**config.mk**
```make
export PLATFORM = sky130hd
export DESIGN_NAME = fhet_ctrl
export DESIGN_NICKNAME = d
export VERILOG_FILES = /design/src/hdl/fhet_pkg.sv /design/src/hdl/fhet_ctrl.sv
export VERILOG_INCLUDE_DIRS = /design/src /design/src/hdl
export SDC_FILE = /design/constraint.sdc
export NUM_CORES = 1
export LEC_CHECK = 0
export ABC_AREA = 0
export BUFFER_PORTS_ARGS = -buffer_cell sky130_fd_sc_hd__buf_2
export CORE_MARGIN = 2
export CORE_UTILIZATION = 40
export DETAILED_ROUTE_END_ITERATION = 12
export SLEW_MARGIN = 15
export SYNTH_ARGS = -nofsm -noshare
export SYNTH_HDL_FRONTEND = slang
export SYNTH_SLANG_ARGS = --single-unit
```
**constraint.sdc**
```tcl
create_clock -name clk_i -period 2.16 [get_ports clk_i]
set_input_delay 0.324 -clock clk_i [delete_from_list [all_inputs] [get_ports clk_i]]
set_output_delay 0.324 -clock clk_i [all_outputs]
set_load 0.02 [all_outputs]
```
**src/hdl/frame_history_exactness_tracker_core_assert.svh**
```systemverilog
// Assertion macros for the tracker RTL, used by fhet_ctrl.
`ifndef FRAME_HISTORY_EXACTNESS_TRACKER_CORE_ASSERT_SVH
`define FRAME_HISTORY_EXACTNESS_TRACKER_CORE_ASSERT_SVH

// Same-cycle implication, clocked on clk_i, off during reset.
`define FHET_ASSERT_IMP(lbl, ante, cons) \
  lbl: assert property (@(posedge clk_i) disable iff (!rst_ni) (ante) |-> (cons)) \
    else $error("fhet assertion failed");

// Next-cycle implication, clocked on clk_i, off during reset.
`define FHET_ASSERT_NXT(lbl, ante, cons) \
  lbl: assert property (@(posedge clk_i) disable iff (!rst_ni) (ante) |=> (cons)) \
    else $error("fhet assertion failed");

`endif

```
**src/hdl/fhet_pkg.sv**
```systemverilog
`default_nettype none
package fhet_pkg;

  localparam int unsigned RING_SLOTS  = 8;
  localparam int unsigned SLOT_W      = $clog2(RING_SLOTS);
  localparam int unsigned MAX_ROWS    = 64;
  localparam int unsigned MAX_COLS    = 64;
  localparam int unsigned MAX_BANDS   = 16;
  localparam int unsigned REF_TRIES   = 3;

  localparam int unsigned FRAME_W     = 16;
  localparam int unsigned ROW_W       = 6;
  localparam int unsigned COL_W       = 6;
  localparam int unsigned BAND_W      = 4;
  localparam int unsigned STATUS_W    = 2;
  localparam int unsigned REFD_W      = 2;
  localparam int unsigned AGE_W       = 4;
  localparam int unsigned ROWS_REG_W  = 7;
  localparam int unsigned BANDS_REG_W = 5;
  localparam int unsigned CFG_IDX_W   = 2;
  localparam int unsigned CFG_DATA_W  = 7;

  // Exactness window: a chain of ring frames grows the neighborhood by one tile per frame.
  localparam int unsigned HALF        = RING_SLOTS;
  localparam int unsigned WIN         = 2 * HALF + 1;
  localparam int unsigned LEVELS      = 2 * RING_SLOTS - 1;
  localparam int unsigned LVL_W       = $clog2(LEVELS);
  localparam int unsigned ROW_CNT_W   = $clog2(WIN);
  localparam int unsigned WW          = ROW_W + 2;

  // Tile memory: one word per tile row of one slot.
  localparam int unsigned WORD_W      = STATUS_W * MAX_COLS;
  localparam int unsigned ADDR_W      = SLOT_W + ROW_W;
  localparam int unsigned MEM_DEPTH   = RING_SLOTS * MAX_ROWS;

  typedef enum logic [1:0] {
    OP_BEGIN  = 2'd0,
    OP_REPORT = 2'd1,
    OP_BAND   = 2'd2,
    OP_QUERY  = 2'd3
  } fhet_op_e;

  localparam logic [STATUS_W-1:0] ST_UNKNOWN   = 2'd0;
  localparam logic [STATUS_W-1:0] ST_RECEIVED  = 2'd1;
  localparam logic [STATUS_W-1:0] ST_CONCEALED = 2'd2;

  localparam logic [CFG_IDX_W-1:0] CFG_ROWS  = 2'd0;
  localparam logic [CFG_IDX_W-1:0] CFG_COLS  = 2'd1;
  localparam logic [CFG_IDX_W-1:0] CFG_BANDS = 2'd2;

  typedef struct packed {
    logic                 accept;
    logic                 clr_all;
    logic                 clr_slot;
    logic                 band_set;
    logic                 rpt_rd;
    logic                 rpt_wr;
    logic                 use_level;
    logic                 q_rd;
    logic                 q_calc;
    logic                 q_skip;
    logic                 q_end;
    logic                 out_load;
    logic [ADDR_W-1:0]    clr_addr;
    logic [LVL_W-1:0]     level;
    logic [ROW_CNT_W-1:0] row;
  } fhet_cmd_t;

  typedef struct packed {
    logic lvl_present;
  } fhet_stat_t;

endpackage
`default_nettype wire

```
**src/hdl/fhet_ctrl.sv**
```systemverilog
`default_nettype none
`include "frame_history_exactness_tracker_core_assert.svh"
module fhet_ctrl import fhet_pkg::*; (
  input  wire logic       clk_i,
  input  wire logic       rst_ni,
  input  wire logic       in_valid_i,
  input  wire fhet_op_e   in_op_i,
  output logic            in_ready_o,
  input  wire logic       out_ready_i,
  output logic            out_valid_o,
  input  wire fhet_stat_t stat_i,
  output fhet_cmd_t       cmd_o
);

  localparam logic [3:0] S_INIT   = 4'd0;
  localparam logic [3:0] S_IDLE   = 4'd1;
  localparam logic [3:0] S_CLR    = 4'd2;
  localparam logic [3:0] S_BAND   = 4'd3;
  localparam logic [3:0] S_RPT_RD = 4'd4;
  localparam logic [3:0] S_RPT_WR = 4'd5;
  localparam logic [3:0] S_Q_LVL  = 4'd6;
  localparam logic [3:0] S_Q_RD   = 4'd7;
  localparam logic [3:0] S_Q_CALC = 4'd8;
  localparam logic [3:0] S_Q_END  = 4'd9;
  localparam logic [3:0] S_OUT    = 4'd10;

  logic [3:0]           state_q, state_d;
  logic [ADDR_W-1:0]    cnt_q, cnt_d;
  logic [LVL_W-1:0]     level_q, level_d;
  logic [ROW_CNT_W-1:0] row_q, row_d;
  logic                 out_valid_q, out_valid_d;
  logic                 accept;
  logic                 q_accept;

  assign in_ready_o  = (state_q == S_IDLE);
  assign accept      = in_valid_i && (state_q == S_IDLE);
  assign q_accept    = accept && (in_op_i == OP_QUERY);
  assign out_valid_o = out_valid_q;

  always_comb begin
    state_d = state_q;
    cnt_d   = cnt_q;
    level_d = level_q;
    row_d   = row_q;
    cmd_o   = '0;
    cmd_o.accept   = accept;
    cmd_o.clr_addr = cnt_q;
    cmd_o.level    = level_q;
    cmd_o.row      = row_q;
    case (state_q)
      S_INIT: begin
        cmd_o.clr_all = 1'b1;
        cnt_d = cnt_q + 1'b1;
        if (cnt_q == ADDR_W'(MEM_DEPTH - 1)) begin
          cnt_d   = '0;
          state_d = S_IDLE;
        end
      end
      S_IDLE: begin
        if (accept) begin
          case (in_op_i)
            OP_BEGIN: begin
              cnt_d   = '0;
              state_d = S_CLR;
            end
            OP_REPORT: state_d = S_RPT_RD;
            OP_BAND:   state_d = S_BAND;
            OP_QUERY: begin
              level_d = LVL_W'(LEVELS - 1);
              state_d = S_Q_LVL;
            end
            default: state_d = S_IDLE;
          endcase
        end
      end
      S_CLR: begin
        cmd_o.clr_slot = 1'b1;
        cnt_d = cnt_q + 1'b1;
        if (cnt_q[ROW_W-1:0] == ROW_W'(MAX_ROWS - 1)) begin
          cnt_d   = '0;
          state_d = S_IDLE;
        end
      end
      S_BAND: begin
        cmd_o.band_set = 1'b1;
        state_d = S_IDLE;
      end
      S_RPT_RD: begin
        cmd_o.rpt_rd = 1'b1;
        state_d = S_RPT_WR;
      end
      S_RPT_WR: begin
        cmd_o.rpt_wr = 1'b1;
        state_d = S_IDLE;
      end
      S_Q_LVL: begin
        cmd_o.use_level = 1'b1;
        if (stat_i.lvl_present) begin
          row_d   = '0;
          state_d = S_Q_RD;
        end else begin
          cmd_o.q_skip = 1'b1;
          if (level_q == '0) state_d = S_OUT;
          else level_d = level_q - 1'b1;
        end
      end
      S_Q_RD: begin
        cmd_o.q_rd = 1'b1;
        state_d = S_Q_CALC;
      end
      S_Q_CALC: begin
        cmd_o.q_calc = 1'b1;
        if (row_q == ROW_CNT_W'(WIN - 1)) begin
          state_d = S_Q_END;
        end else begin
          row_d   = row_q + 1'b1;
          state_d = S_Q_RD;
        end
      end
      S_Q_END: begin
        cmd_o.q_end = 1'b1;
        if (level_q == '0) begin
          state_d = S_OUT;
        end else begin
          level_d = level_q - 1'b1;
          state_d = S_Q_LVL;
        end
      end
      S_OUT: begin
        // hold until the output register is free
        if (!out_valid_q || out_ready_i) begin
          cmd_o.out_load = 1'b1;
          state_d = S_IDLE;
        end
      end
      default: state_d = S_IDLE;
    endcase
    out_valid_d = (out_valid_q && !out_ready_i) || cmd_o.out_load;
  end

  always_ff @(posedge clk_i or negedge rst_ni) begin
    if (!rst_ni) begin
      state_q     <= S_INIT;
      cnt_q       <= '0;
      level_q     <= '0;
      row_q       <= '0;
      out_valid_q <= 1'b0;
    end else begin
      state_q     <= state_d;
      cnt_q       <= cnt_d;
      level_q     <= level_d;
      row_q       <= row_d;
      out_valid_q <= out_valid_d;
    end
  end

  `FHET_ASSERT_IMP(a_load_free, cmd_o.out_load, !out_valid_q || out_ready_i)
  `FHET_ASSERT_NXT(a_query_start, q_accept, state_q == S_Q_LVL && level_q == LVL_W'(LEVELS - 1))
  `FHET_ASSERT_IMP(a_calc_row, state_q == S_Q_CALC, row_q <= ROW_CNT_W'(WIN - 1))

endmodule
`default_nettype wire

```
==> impl_metrics.yaml <==
status:
  status: "finished, final reports clean"
drt:
  drc_errors: 0
  dr.pass1.iters: 4
  dr_total_vias: 1622
  wl_um: 4310
  routed_via_density: 5.57
  drt-wirelength-per-cell_um: 14.8
  drtIter0Drc: 106
  final_antenna_net_count: 0
timing:
  setup_violations: 0
  fin_crit_ns: 2.05
  fin_ws_ns: 0.111
  drv_slew: 0
  period_share_pct: 94.8
  relSlewSlack_pct: 64.5
  rsz0062_at_grt: "false"
  max_freq_mhz: 488
  final.setup.tns_ns: 0
  hold_violations: 0
  skew_ns: 0.00715
  tightest_slew_ns: 0.533
critical_path:
  path_buf_inv: 1
  crit_family: "simple AND/OR/NAND/NOR gates"
  reg2reg_slack_ns: 0.19
  r2r.worst_path.cells: 6
  startpoint_type: "flop"
  slowest_delay_ns: 0.60
  cp_data_arrival_time_ns: 1.72
  cp_max_fo: 13
  r2r_end: "state_q[1]"
  critPathCaptureType: "output pin"
  critPathRequiredTime_ns: 1.84
  path_depth: 3
  reg2reg_from: "level_q[0]"
  crit_slowest_cell: "or4bb_1"
  cp_cell_sequence: "or4bb_1, nor2b_1, buf_2"
  path_class: "reg -> out"
finish:
  final_area_sq_um: 2040
  n_fill_cell: 403
  antenna_cells: 0
  syn2layout_area_growth_pct: 20.0
  fin_nets: 254
  multi_input_area_sq_um: 1020
  drive_above_1_share_pct: 29.0
  register_area_sq_um: 581
power_and_ir_drop:
  p_leak_nw: 0.923
  pwr-share-clk_pct: 13.5
  power.total_mw: 2.15
  power.share.switching_pct: 46.3
  ir_drop_mv: 0.551
  pwr-share-comb_pct: 53.1
  seq_power_share_pct: 33.5
  power.internal_mw: 1.15
  p_switching_mw: 0.997
  powerDensity_nw_per_um2: 1060
yosys:
  synthXorXnorAreaFrac_pct: 0.515
  yosys.area.top_type: "dfrtp_1"
  synth.top_cells.by_count: "dfrtp_1, nor2_1, nand2_1"
  yosysMostFrequentCell: "dfrtp_1"
  synthAdderAreaFrac_pct: 3.68
  synth.avg_cell_area_sq_um: 8.63
  seq_area_frac_synth_pct: 33.9
  syn_area_sq_um: 1700
  ys_top_cells_by_area: "dfrtp_1, nor2_1, nand2b_1, o21ai_0, ha_1"
  ys_seq_elements: 23
  synth_fp_nets: 209
  synth_edf_count: 0
  synthFlopType: "dfrtp_1"
  synth_simple_gate_area_share_pct: 30.6
  yosys_warnings: 0
  synthCells: 197
  synth_top_family_by_area: "simple AND/OR/NAND/NOR gates"
  yosys.area.top_type_share_pct: 33.9
  async_flop_share_pct: 100
  synth_compound_area_share_pct: 23.7
  synth_cell_types: 56
  synth.area.mux_share_pct: 1.47
clock_network:
  htree_levels: 1
  clock_sinks: 23
  cts_setup_buffers: 0
  clkSlewWorstSetupHoldPaths_ns: 0.09
  clk_latency_ns: 0.27
  cts_inserted_buffers: 3
  cts-root-buf: "clkbuf_8"
  cts.path.max_buffers: 2
  cts_tree: "done"
run:
  drv_cap: 0
place:
  place.gp.congestion: 0.857
  dpl_cell_area_sq_um: 1980
  place_ws_ns: 0.122
  port_buffers: 38
  dp_hpwl_um: 3300
grt:
  grt_pass1_vias: 1600
  grt_max_degree: 24
  grt-ovfl-total: 0
  grt_antenna_before_repair: 0
  track_usage_pct: 19.6
  grt_pass1_wl_um: 7790
floorplan:
  die_area_sq_um: 4790
  core-area_sq_um: 4060
  start_util_pct: 41.9
  fp.dieH_um: 69.2
  io_pins: 39
  die_w_um: 69.2
  rows: 23
hold_path:
  hold_class: "in -> async"
==> flip-flops by register name, indices dropped and copies added (netlist names) <==
signal,cells
level_q,4
state_q,4
row_q,5
cnt_q,9
out_valid_o,1
==> worst register-to-register path: stages, from the launching register on <==
cell,delay [ns]
dfrtp_1,0.42
inv_1,0.11
ha_1,0.21
nor3b_1,0.37
o32ai_1,0.15
a211oi_1,0.26
mux2_4,0.33
==> placed cells by master, fill, tap and decap left out, drive strengths merged, types with 2 or more instances in the layout <==
| cell type | netlist | routed |
|---|---|---|
| nor3b | 2 | 2 |
| or3b | 2 | 2 |
| nand2b | 11 | 11 |
| nor2b | 3 | 3 |
| nor2 | 19 | 19 |
| o21ai | 14 | 14 |
| a21o | 3 | 3 |
| o31ai | 3 | 3 |
| a22o | 3 | 3 |
| ha | 5 | 5 |
| o32ai | 2 | 2 |
| or4b | 2 | 2 |
| a211oi | 3 | 3 |
| and3 | 3 | 3 |
| a21oi | 10 | 10 |
| nor3 | 5 | 5 |
| dfrtp | 23 | 23 |
| inv | 11 | 11 |
| nand2 | 15 | 15 |
| o22ai | 5 | 5 |
| nand3 | 7 | 7 |
| nand4bb | 3 | 3 |
| a211o | 2 | 2 |
| and2 | 2 | 2 |
| or4 | 3 | 3 |
| clkbuf | 5 | 3 |
| a31oi | 3 | 3 |
| buf | 5 | 50 |
| or3 | 4 | 4 |
==> power by group through the flow <==
stage	registers, mW	logic [mW]	clock network, mW
6_report	0.720	1.14	0.290
5_1_grt	0.750	1.27	0.312
4_1_cts	0.716	1.15	0.295
3_5_place_dp	0.724	1.14	0
3_3_place_gp	0.714	1.14	0
2_1_floorplan	0.740	0.785	0
==> through the flow <==
step           utilization [%]  cells  hold WS (ns)
3_3_place_gp              48.8    287         0.342
2_1_floorplan                -    197        0.0284
6_report                  50.2    291        0.0170
3_5_place_dp              48.8    287         0.346
5_1_grt                   50.2    291        0.0600
4_1_cts                   50.0    291        0.0412
==> area by class of cell <==
| class | count | area share (%) |
|---|---|---|
| multi-input cells | 153 | 50.3 |
| flip-flops and latches | 23 | 28.5 |
| repair buffers | 50 | 13.8 |
| well taps | 50 | 3.07 |
| clock buffers | 3 | 2.03 |
| inverters | 11 | 2.03 |
| clock inverters | 1 | 0.368 |
==> kinds of logic after synthesis <==
kind of cell | Yosys count
flip-flops | 23
buffers and inverters | 21
AO/OA/AOI/OAI | 58
XOR/XNOR | 1
AND/OR/NAND/NOR | 87
adder cells (fa/ha/maj) | 5
multiplexers | 2
==> per-layer routing <==
| layer | GRT usage, % | wire, um |
|---|---|---|
| met1 | 26.3 | 2030 |
| met2 | 31.5 | 2040 |
| met3 | 3.63 | 167 |
| met4 | 6.97 | 76 |
| met5 | 0 | 0 |
==> timing repair <==
item,4_1_cts,5_1_grt
pin swaps,0,0
hold buffers,0,0
resized for setup,1,5
endpoints found under the setup margin,1,5
==> how the worst max path moves through the flow <==
stage	from	to	slack, ns
2_1_floorplan	cnt_q[2]	state_q[1]	0.12
3_3_place_gp	cnt_q[0]	state_q[1]	0.22
3_5_place_dp	cnt_q[0]	state_q[1]	0.12
4_1_cts	state_q[0]	cmd_o[18]	0.03
5_1_grt	state_q[1]	cmd_o[18]	0.02
6_report	state_q[1]	cmd_o[18]	0.11
No activity file was read; power rests on OpenSTA's default activity.
